### src/rtl/core/pci_pkg.sv
// Package for the piecewise constant integrator: sizes, codes, state and
// command types shared by the controller and the datapath. No dependencies.
package pci_pkg;

  localparam int MAX_SEGMENTS = 64;
  localparam int SEG_IDX_W    = $clog2(MAX_SEGMENTS);
  localparam int CNT_W        = $clog2(MAX_SEGMENTS + 1);
  localparam int CFG_W        = 7;

  localparam logic ACT_LOAD  = 1'b0;
  localparam logic ACT_QUERY = 1'b1;

  typedef enum logic [1:0] {
    ST_IDLE,
    ST_RUN,
    ST_DRAIN,
    ST_DONE
  } pci_state_t;

  typedef struct packed {
    logic                 start_query;
    logic                 load_en;
    logic                 rd_en;
    logic                 rd_last;
    logic [SEG_IDX_W-1:0] seg_idx;
    logic                 out_load;
  } pci_cmd_t;

  typedef struct packed {
    logic pipe_busy;
  } pci_stat_t;

  // Number of segments a query walks: zero acts as one, large values clamp.
  function automatic logic [CNT_W-1:0] active_count(input logic [CFG_W-1:0] cfg);
    logic [CNT_W-1:0] n;
    if (cfg == '0) begin
      n = CNT_W'(1);
    end else if (int'(cfg) > MAX_SEGMENTS) begin
      n = CNT_W'(MAX_SEGMENTS);
    end else begin
      n = CNT_W'(cfg);
    end
    return n;
  endfunction

endpackage

### src/rtl/core/pci_ctrl.sv
// Controller of the integrator: handshakes, segment count register and the
// sequencer that walks the table. Depends on pci_pkg.
module pci_ctrl import pci_pkg::*; (
  input  logic             clk,
  input  logic             rst,
  input  logic             in_valid,
  output logic             in_ready,
  input  logic             action,
  input  logic             cfg_valid,
  output logic             cfg_ready,
  input  logic [CFG_W-1:0] cfg_data,
  output logic             out_valid,
  input  logic             out_ready,
  output pci_cmd_t         cmd,
  input  pci_stat_t        stat
);

  pci_state_t           state, state_next;
  logic [SEG_IDX_W-1:0] seg_k, seg_k_next;
  logic [CFG_W-1:0]     segments_in_use;
  logic                 out_valid_next;
  logic [CNT_W-1:0]     n_active;
  logic                 seg_last;

  assign cfg_ready = 1'b1;
  assign n_active  = active_count(segments_in_use);
  assign seg_last  = (CNT_W'(seg_k) + CNT_W'(1)) == n_active;

  always_ff @(posedge clk) begin
    if (rst) begin
      state           <= ST_IDLE;
      seg_k           <= '0;
      segments_in_use <= CFG_W'(1);
      out_valid       <= 1'b0;
    end else begin
      state     <= state_next;
      seg_k     <= seg_k_next;
      out_valid <= out_valid_next;
      if (cfg_valid && cfg_ready) begin
        segments_in_use <= cfg_data;
      end
    end
  end

  always_comb begin
    state_next  = state;
    seg_k_next  = seg_k;
    in_ready    = 1'b0;
    cmd         = '0;
    cmd.seg_idx = seg_k;
    unique case (state)
      ST_IDLE: begin
        in_ready = 1'b1;
        if (in_valid) begin
          if (action == ACT_QUERY) begin
            cmd.start_query = 1'b1;
            seg_k_next      = '0;
            state_next      = ST_RUN;
          end else begin
            cmd.load_en = 1'b1;
          end
        end
      end
      ST_RUN: begin
        cmd.rd_en   = 1'b1;
        cmd.rd_last = seg_last;
        if (seg_last) begin
          state_next = ST_DRAIN;
        end else begin
          seg_k_next = seg_k + SEG_IDX_W'(1);
        end
      end
      ST_DRAIN: begin
        if (!stat.pipe_busy) begin
          state_next = ST_DONE;
        end
      end
      ST_DONE: begin
        // The finished sum waits here until the output register is free.
        if (!out_valid || out_ready) begin
          cmd.out_load = 1'b1;
          state_next   = ST_IDLE;
        end
      end
      default: state_next = ST_IDLE;
    endcase
  end

  always_comb begin
    if (cmd.out_load) begin
      out_valid_next = 1'b1;
    end else if (out_ready) begin
      out_valid_next = 1'b0;
    end else begin
      out_valid_next = out_valid;
    end
  end

endmodule

### config.mk
export PLATFORM = sky130hd
export DESIGN_NAME = pci_ctrl
export DESIGN_NICKNAME = d
export VERILOG_FILES = /design/src/rtl/core/pci_pkg.sv /design/src/rtl/core/pci_ctrl.sv
export SDC_FILE = /design/constraint.sdc
export NUM_CORES = 1
export LEC_CHECK = 0
export BUFFER_PORTS_ARGS = -buffer_cell sky130_fd_sc_hd__buf_2
export CAP_MARGIN = 20
export CORE_ASPECT_RATIO = 1.5
export CORE_MARGIN = 2
export CORE_UTILIZATION = 30
export DETAILED_ROUTE_END_ITERATION = 8
export MAX_ROUTING_LAYER = met4
export PLACE_DENSITY = 0.63
export SLEW_MARGIN = 20
export SYNTH_ARGS = -nofsm -noshare
export SYNTH_HDL_FRONTEND = slang
export SYNTH_SLANG_ARGS = --single-unit
### constraint.sdc
create_clock -name clk -period 2.35 [get_ports clk]
set_input_delay 0.3525 -clock clk [delete_from_list [all_inputs] [get_ports clk]]
set_output_delay 0.3525 -clock clk [all_outputs]
set_load 0.01 [all_outputs]
Word level (Yosys, flattened, before mapping)
Cells that the tools add are included.
Widths: inputs -> output; s select.

operators by class
  $add $sub $neg = 2
  magnitude comparators = 1
  eq/ne operators = 10
  multiplexer cells = 22
  reductions and logical operators = 8

operators with widths
  operator             number
  $mux 6               3
  $mux 2               8
  $mux 7               2
  $ne 2x2->1 const B   6
  $pmux 6 s2           1
  $pmux 2 s4           1
  $add 6x1->7 const B  1
  $eq 7x7->1           1
  $gt 7x7->1 const B   1
  $logic_not 7->1      1
  $mux 1               7
  $add 6x1->6 const B  1
  $reduce_and 5->1     1
  $eq 2x2->1 const B   2
  $reduce_and 4->1     1
  $reduce_bool 2->1    2
  $eq 2x1->1 const B   1
  $logic_not 2->1      1
  $logic_not 1->1      1
  $logic_or 1x1->1     1

storage, ports and cells
  flip-flop bits (word level) = 16
  input port bits = 14
  output and inout port bits = 14
  logic and storage cells = 47

Logic depth before layout (Yosys ltp)
Gate-level depths: netlist (run 1).

  depth after elaboration = 6
  gate-level depth with buffers = 10
  gate-level depth less buffers = 8

Least setup slack after synthesis (run 1)
No wires, ideal clock.

  kind = register -> register
  from = reg seg_k[0]
  to = reg state[0]
  library setup time = 0.116 ns
  data arrival time = 2.477 ns
  required time = 2.234 ns
  path slack = -0.243 ns
  cell stages (with the launch flop) = 11
  buffers on the path = 2
  clock period less this slack = 2.593 ns
  path through = dfxtp_1 > ha_1 > buf_2 > nand3_1 > xor2_1 > mux2i_1 > a32oi_1 > or4_1 > buf_2 > a2111o_1 > o211a_1

between the ends
  longest elaborated chain between the ends = 4

ends and longest elaborated chain
  what                               RTL line        text
  start, declared                    pci_ctrl.sv:19  logic [SEG_IDX_W-1:0] seg_k, seg_k_next;
  start signal, assigned             pci_ctrl.sv:37  seg_k <= seg_k_next;
  $add 6x1->7                        pci_ctrl.sv:27  assign seg_last = (CNT_W'(seg_k) + CNT_W'(1)) == n_active;
  $eq 7x7->1                         pci_ctrl.sv:27
  $ne 2x2->1 (no source line)        -
  $reduce_and 5->1 (no source line)  -
  end signal, assigned               pci_ctrl.sv:36  state <= state_next;
  end, declared                      pci_ctrl.sv:18  pci_state_t state, state_next;

No other way between the ends.
A chain may end at the register's enable or synchronous reset.

==> results.py, run 1 <==
metrics = {
    "clock_network": {
        "ctsHoldBuffers": 0,
        "cts.sinks": 16,
        "insertion_delay_ns": 0.25,
        "ctsRootBufferMaster": "clkbuf_8",
        "cts_tree": "yes",
        "htree_num_levels": 1,
        "clk_path_buf_depth": 2,
        "cts_made_buffers": 3,
        "clk_pin_slew_ns": 0.07,
    },
    "setup_path": {
        "worstPathArrival_ns": 2.09,
        "cp_slowest_cell": "or4_4",
        "critPathMaxFanout": 5,
        "cp.required_ns": 2.00,
        "cp_num_cells": 8,
        "setup.worst_path.start": "seg_k[0]",
        "critPathCapture": "cmd[7]",
        "rr_worst_depth": 9,
        "crit_buf_inv": 1,
        "start_kind": "register",
        "crit_path_end_kind": "output port",
        "worstReg2RegEnd": "state[0]",
        "timing.critical_path.cells": "ha_4, nand3_4, xor2_2, mux2i_1, a32oi_1, or4_4, nor2_2, buf_2",
        "max_stage_delay_ns": 0.55,
        "critical-path-top-delay-family": "simple AND/OR/NAND/NOR gates",
        "r2r-start": "seg_k[0]",
        "crit_type": "reg2out",
        "r2r_slack_ns": -0.03,
    },
    "drt": {
        "wl_per_cell_um": 13.5,
        "wirelength_um": 2700,
        "firstDrtPassIters": 4,
        "vias": 1040,
        "drtAntennaViolNets": 0,
        "drt_iter0_drc": 30,
        "remaining_drc_errors": 0,
        "viasPerCell": 5.23,
    },
    "die": {
        "start_util_pct": 30.8,
        "io_pins": 28,
        "die_w_um": 51.7,
        "die_h_um": 75.5,
        "die-area_um2": 3900,
        "coreArea_um2": 3320,
        "row_count": 26,
    },
    "global_route": {
        "grt_antenna_before_repair": 0,
        "grt_pass1_vias": 1054,
        "grt_pass1_wl_um": 4440,
        "grt_max_degree": 13,
        "overflow": 0,
        "grt.total_usage_pct": 15.7,
    },
    "final_layout": {
        "multi_input_area_um2": 682,
        "drive_gt1_share_pct": 37.6,
        "nNetsFinal": 177,
        "seqCellArea_um2": 332,
        "num_antenna_cells": 0,
        "num-fill-cells": 344,
        "layout.cells.non_filler": 199,
        "final_area_um2": 1360,
        "post-route-util_pct": 40.9,
        "area_delta_synth_final_pct": 32.7,
    },
    "place": {
        "placed_area_um2": 1260,
        "dp.cells": 193,
        "portBuffers": 26,
        "hpwlAfterDp_um": 2060,
        "gp_congestion": 0.827,
        "dpl_worst_slack_ns": -0.0701,
    },
    "run": {
        "cap_violations": 0,
    },
    "synthesis": {
        "synth_top_flop_cell": "dfxtp_1",
        "ys_ff_latch": 16,
        "synth-edff-count": 0,
        "synth_area_leaders": "dfxtp_1 (31%), mux2i_1 (8.8%), ha_1 (6.1%), nor2_1 (5.9%), nand2_1 (4.4%)",
        "ys_types": 39,
        "synth.avg_cell_area_um2": 8.24,
        "ys_seq_area_share_pct": 31.3,
        "netlist.area_leader.share_pct": 31.3,
        "syn_area_um2": 1020,
        "syn_inst": 124,
        "yosys_warnings": 0,
        "yosys.area.top_type": "dfxtp_1",
        "ys_top_cells_by_count": "dfxtp_1 (16), nor2_1 (16), nand2_1 (12)",
        "syn-num-nets": 143,
        "async_reset_ff_share_pct": 0,
    },
    "timing": {
        "fin_hold_ws_ns": 0.332,
        "max_freq_ghz": 0.410,
        "worst_slack_ns": -0.0904,
        "setup_tns_ns": -0.117,
        "fin_crit_sh_pct": 104,
        "finalSetupViolations": 2,
        "hold_viol_final": 0,
        "slew_violations": 0,
        "fin_skew_ns": 0.00463,
        "rsz0062_at_grt": "yes",
        "min_period_ns": 2.44,
    },
    "power": {
        "intPower_uw": 621,
        "finalPower_uw": 970,
        "vdd_drop_max_mv": 0.519,
        "leakage_nw": 0.608,
        "p_sw_uw": 349,
        "combPwrFrac_pct": 40.0,
        "pwr-share-clk_pct": 25.7,
        "seqPwrFrac_pct": 34.3,
        "power.density_nw_per_um2": 715,
        "switching_share_pct": 36.0,
    },
    "run_status": {
        "violations": "setup timing",
        "outcome": "finished with violations",
    },
    "min_path": {
        "hold_path_class": "in2reg",
    },
}
-- worst min-delay path by stage --
stage                            start                 end  depth (start not counted)
global placement              state[1]            state[1]                          2
global route               cfg_data[3]  segments_in_use[3]                          3
detailed placement            state[1]            state[1]                          2
finish                     cfg_data[0]  segments_in_use[0]                          3
CTS                        cfg_data[0]  segments_in_use[0]                          3
floorplan           segments_in_use[0]  segments_in_use[0]                          2
-- cells in the final DEF, fill, tap and decap left out, types with 4 or more instances in the layout --
cell      Yosys  layout
buf_4         2      11
nand2_1      12      12
buf_2         2      26
dfxtp_1      16      11
ha_1          5       4
inv_1         6       6
clkbuf_8      0       4
mux2i_1       9       9
nand3_1       6       5
nor2_1       16      14
-- worst min-delay path, cell delays in order --
cell,delay [ns]
buf_2,0.08
mux2i_1,0.06
nand2_1,0.06
-- registers in the layout, indices dropped and copies added (netlist names) --
name             cells
segments_in_use      7
state                2
out_valid            1
seg_k                6
-- final cells by class --
cell class / instances / share of cell area, %
clock buffers: 4 / 4.06
well taps: 42 / 3.87
multi-input cells: 94 / 50.3
repair buffers: 37 / 15.7
inverters: 6 / 1.66
flip-flops and latches: 16 / 24.4
-- kinds of logic after synthesis --
| kind of cell | Yosys count | share of synthesized area [%] |
|---|---|---|
| AO/OA/AOI/OAI | 22 | 16.3 |
| buffers and inverters | 14 | 6.85 |
| XOR/XNOR | 5 | 5.02 |
| multiplexers | 11 | 11.0 |
| flip-flops | 16 | 31.3 |
| adder cells (fa/ha/maj) | 5 | 6.12 |
| other | 1 | 0.367 |
| AND/OR/NAND/NOR | 50 | 23.0 |
-- per-layer routing --
layer | vias up | track usage (%) | part of all wire [%]
met5 | - | - | 0
met4 | 0 | 10.5 | 4.7
met3 | 15 | 1.96 | 4.8
met2 | 45 | 29.9 | 55
met1 | 482 | 14.1 | 35
li1 | 498 | - | -
-- power by group through the flow --
stage	Clock [mW]	Combinational [mW]	Sequential (mW)
6_report	0.249	0.388	0.332
5_1_grt	0.267	0.437	0.338
4_1_cts	0.255	0.378	0.332
3_5_place_dp	0	0.366	0.337
3_3_place_gp	0	0.348	0.335
2_1_floorplan	0	0.258	0.332
-- repair_timing --
item | 4_1_cts | 5_1_grt
setup buffers | 2 | 0
endpoints found under the setup margin | 6 | 9
resized for setup | 2 | 8
pin swaps | 2 | 1
endpoints found under the hold margin | 0 | 0
(Power assumes the default switching activity.)
==> run 2: changes to the inputs <==
--- a/config.mk
+++ b/config.mk
@@ -12,7 +12,8 @@
 export CORE_UTILIZATION = 30
 export DETAILED_ROUTE_END_ITERATION = 8
 export MAX_ROUTING_LAYER = met4
-export PLACE_DENSITY = 0.63
+export PLACE_DENSITY = 0.49
+export REMOVE_ABC_BUFFERS = 1
 export SLEW_MARGIN = 20
 export SYNTH_ARGS = -nofsm -noshare
 export SYNTH_HDL_FRONTEND = slang
==> constraint.sdc (replaced) <==
create_clock -name clk -period 3.2 [get_ports clk]
set_input_delay 0.48 -clock clk [delete_from_list [all_inputs] [get_ports clk]]
set_output_delay 0.48 -clock clk [all_outputs]
set_load 0.01 [all_outputs]
==> results.py, run 2 (synthesis gave the netlist of run 1 again) <==
metrics = {
    "timing": {
        "max_freq_ghz": 0.336,
        "hold_viol_final": 0,
        "finalSetupViolations": 0,
        "min_period_ns": 2.98,
        "slew_violations": 0,
        "fin_crit_sh_pct": 93.1,
        "fin_skew_ns": 0.00174,
        "worst_slack_ns": 0.220,
    },
    "global_route": {
        "grt_max_degree": 13,
        "overflow": 0,
        "grt_antenna_before_repair": 0,
        "grt_pass1_wl_um": 3930,
        "grt_pass1_vias": 878,
        "grt.total_usage_pct": 13.9,
    },
    "clock_network": {
        "cts_made_buffers": 3,
        "clk_path_buf_depth": 2,
        "ctsRootBufferMaster": "clkbuf_8",
        "cts_tree": "yes",
        "insertion_delay_ns": 0.25,
        "clk_pin_slew_ns": 0.07,
        "htree_num_levels": 1,
        "cts.sinks": 16,
        "ctsHoldBuffers": 0,
    },
    "drt": {
        "wirelength_um": 2460,
        "wirelength_met1_um": 1010,
        "drt_iter0_drc": 18,
        "vias": 937,
        "met2WireLength_um": 1320,
        "remaining_drc_errors": 0,
        "wl_met3_um": 66,
        "firstDrtPassIters": 4,
        "viasPerCell": 4.98,
        "drtAntennaViolNets": 0,
        "top_layer": "met4",
        "wl_per_cell_um": 13.1,
    },
    "power": {
        "combPwrFrac_pct": 36.8,
        "seqPwrFrac_pct": 36.1,
        "pwr-share-clk_pct": 27.1,
        "leakage_nw": 0.547,
        "finalPower_uw": 680,
        "power.density_nw_per_um2": 558,
        "vdd_drop_max_mv": 0.329,
        "p_sw_uw": 244,
        "intPower_uw": 437,
        "switching_share_pct": 35.8,
    },
    "die": {
        "die_w_um": 51.7,
        "coreArea_um2": 3320,
        "start_util_pct": 30.8,
        "die_h_um": 75.5,
        "io_pins": 28,
        "die-area_um2": 3900,
        "row_count": 26,
    },
    "setup_path": {
        "crit_type": "reg2out",
        "critPathCapture": "cmd[7]",
        "worstReg2RegEnd": "state[0]",
        "cp.required_ns": 2.72,
        "r2r-start": "seg_k[0]",
        "setup.worst_path.start": "seg_k[0]",
        "critPathMaxFanout": 10,
        "r2r_slack_ns": 0.56,
        "crit_path_end_kind": "output port",
        "start_kind": "register",
        "rr_worst_depth": 8,
        "worstPathArrival_ns": 2.50,
    },
    "place": {
        "hpwlAfterDp_um": 1920,
        "dpl_worst_slack_ns": 0.346,
        "portBuffers": 26,
        "gp_congestion": 0.900,
    },
    "final_layout": {
        "seqCellArea_um2": 320,
        "num_antenna_cells": 0,
        "area_delta_synth_final_pct": 19.2,
        "multi_input_area_um2": 638,
        "drive_gt1_share_pct": 25.3,
        "reg_top3": "segments_in_use (7), seg_k (6), state (2)",
        "final_cell_mix": "buf_2 (26), nor2_1 (16), dfxtp_1 (16), nand2_1 (12), mux2i_1 (9)",
        "top_register": "segments_in_use",
        "final_common_cell": "buf_2",
        "largest_reg_flops": 7,
        "nNetsFinal": 166,
        "num-fill-cells": 373,
    },
    "run": {
        "cap_violations": 0,
    },
    "min_path": {
        "hold_path_class": "in2reg",
    },
    "run_status": {
        "outcome": "completed",
    },
}
-- run 2: cell count changes in the layout (fill, tap and decap cells not counted), sizes merged --
cell / before / now
buf: 37 / 26
-- run 2: metal layers --
layer / up-vias / track usage (%)
li1: 484 / -
met1: 430 / 14.4
met2: 17 / 24.8
met3: 6 / 1.76
met4: 0 / 8.48
met5: - / -
-- run 2: stage by stage --
step / cell area (µm²) / hold WS [ns] / util [%] / std cells / setup TNS, ns
floorplan: 975 / 0.463 / - / 116 / 0
global placement: 1160 / 0.484 / 34.9 / 184 / 0
detailed placement: 1160 / 0.490 / 34.9 / 184 / 0
CTS: 1210 / 0.455 / 36.5 / 188 / 0
global route: 1220 / 0.458 / 36.7 / 188 / -0.0615
finish: 1220 / 0.451 / 36.7 / 188 / 0
-- run 2: worst min-delay path by stage --
stage                                   from                 end  depth (start not counted)
after detailed placement  segments_in_use[0]  segments_in_use[0]                          2
final                            cfg_data[0]  segments_in_use[0]                          3
after floorplan           segments_in_use[0]  segments_in_use[0]                          2
after CTS                        cfg_data[0]  segments_in_use[0]                          3
after global placement              state[1]            state[1]                          2
after global routing             cfg_data[0]  segments_in_use[0]                          3
-- run 2: cell type report --
class	count	share of cell area [%]
Timing Repair Buffer	26	10.7
Inverter	6	1.85
Clock buffer	4	4.52
Tap cell	42	4.31
Sequential cell	16	26.3
Multi-Input combinational cell	94	52.4
-- run 2: repair_timing --
action / CTS / global route
buffers inserted: 0 / 0
resized for setup: 0 / 2
setup endpoints to repair: 0 / 1
-- run 2: power by group through the flow --
stage | Combinational (mW) | Sequential [mW] | Clock, mW
2_1_floorplan | 0.174 | 0.244 | 0
3_3_place_gp | 0.249 | 0.247 | 0
3_5_place_dp | 0.250 | 0.250 | 0
4_1_cts | 0.252 | 0.245 | 0.188
5_1_grt | 0.284 | 0.249 | 0.199
6_report | 0.251 | 0.245 | 0.184
-- run 2: worst max-delay path, cell delays in order (launching register included) --
cell	delay, ns
dfxtp_1	0.45
ha_2	0.30
nand3_1	0.11
xor2_1	0.29
mux2i_1	0.23
a32oi_1	0.11
or4_4	0.50
nor2_1	0.12
buf_2	0.14
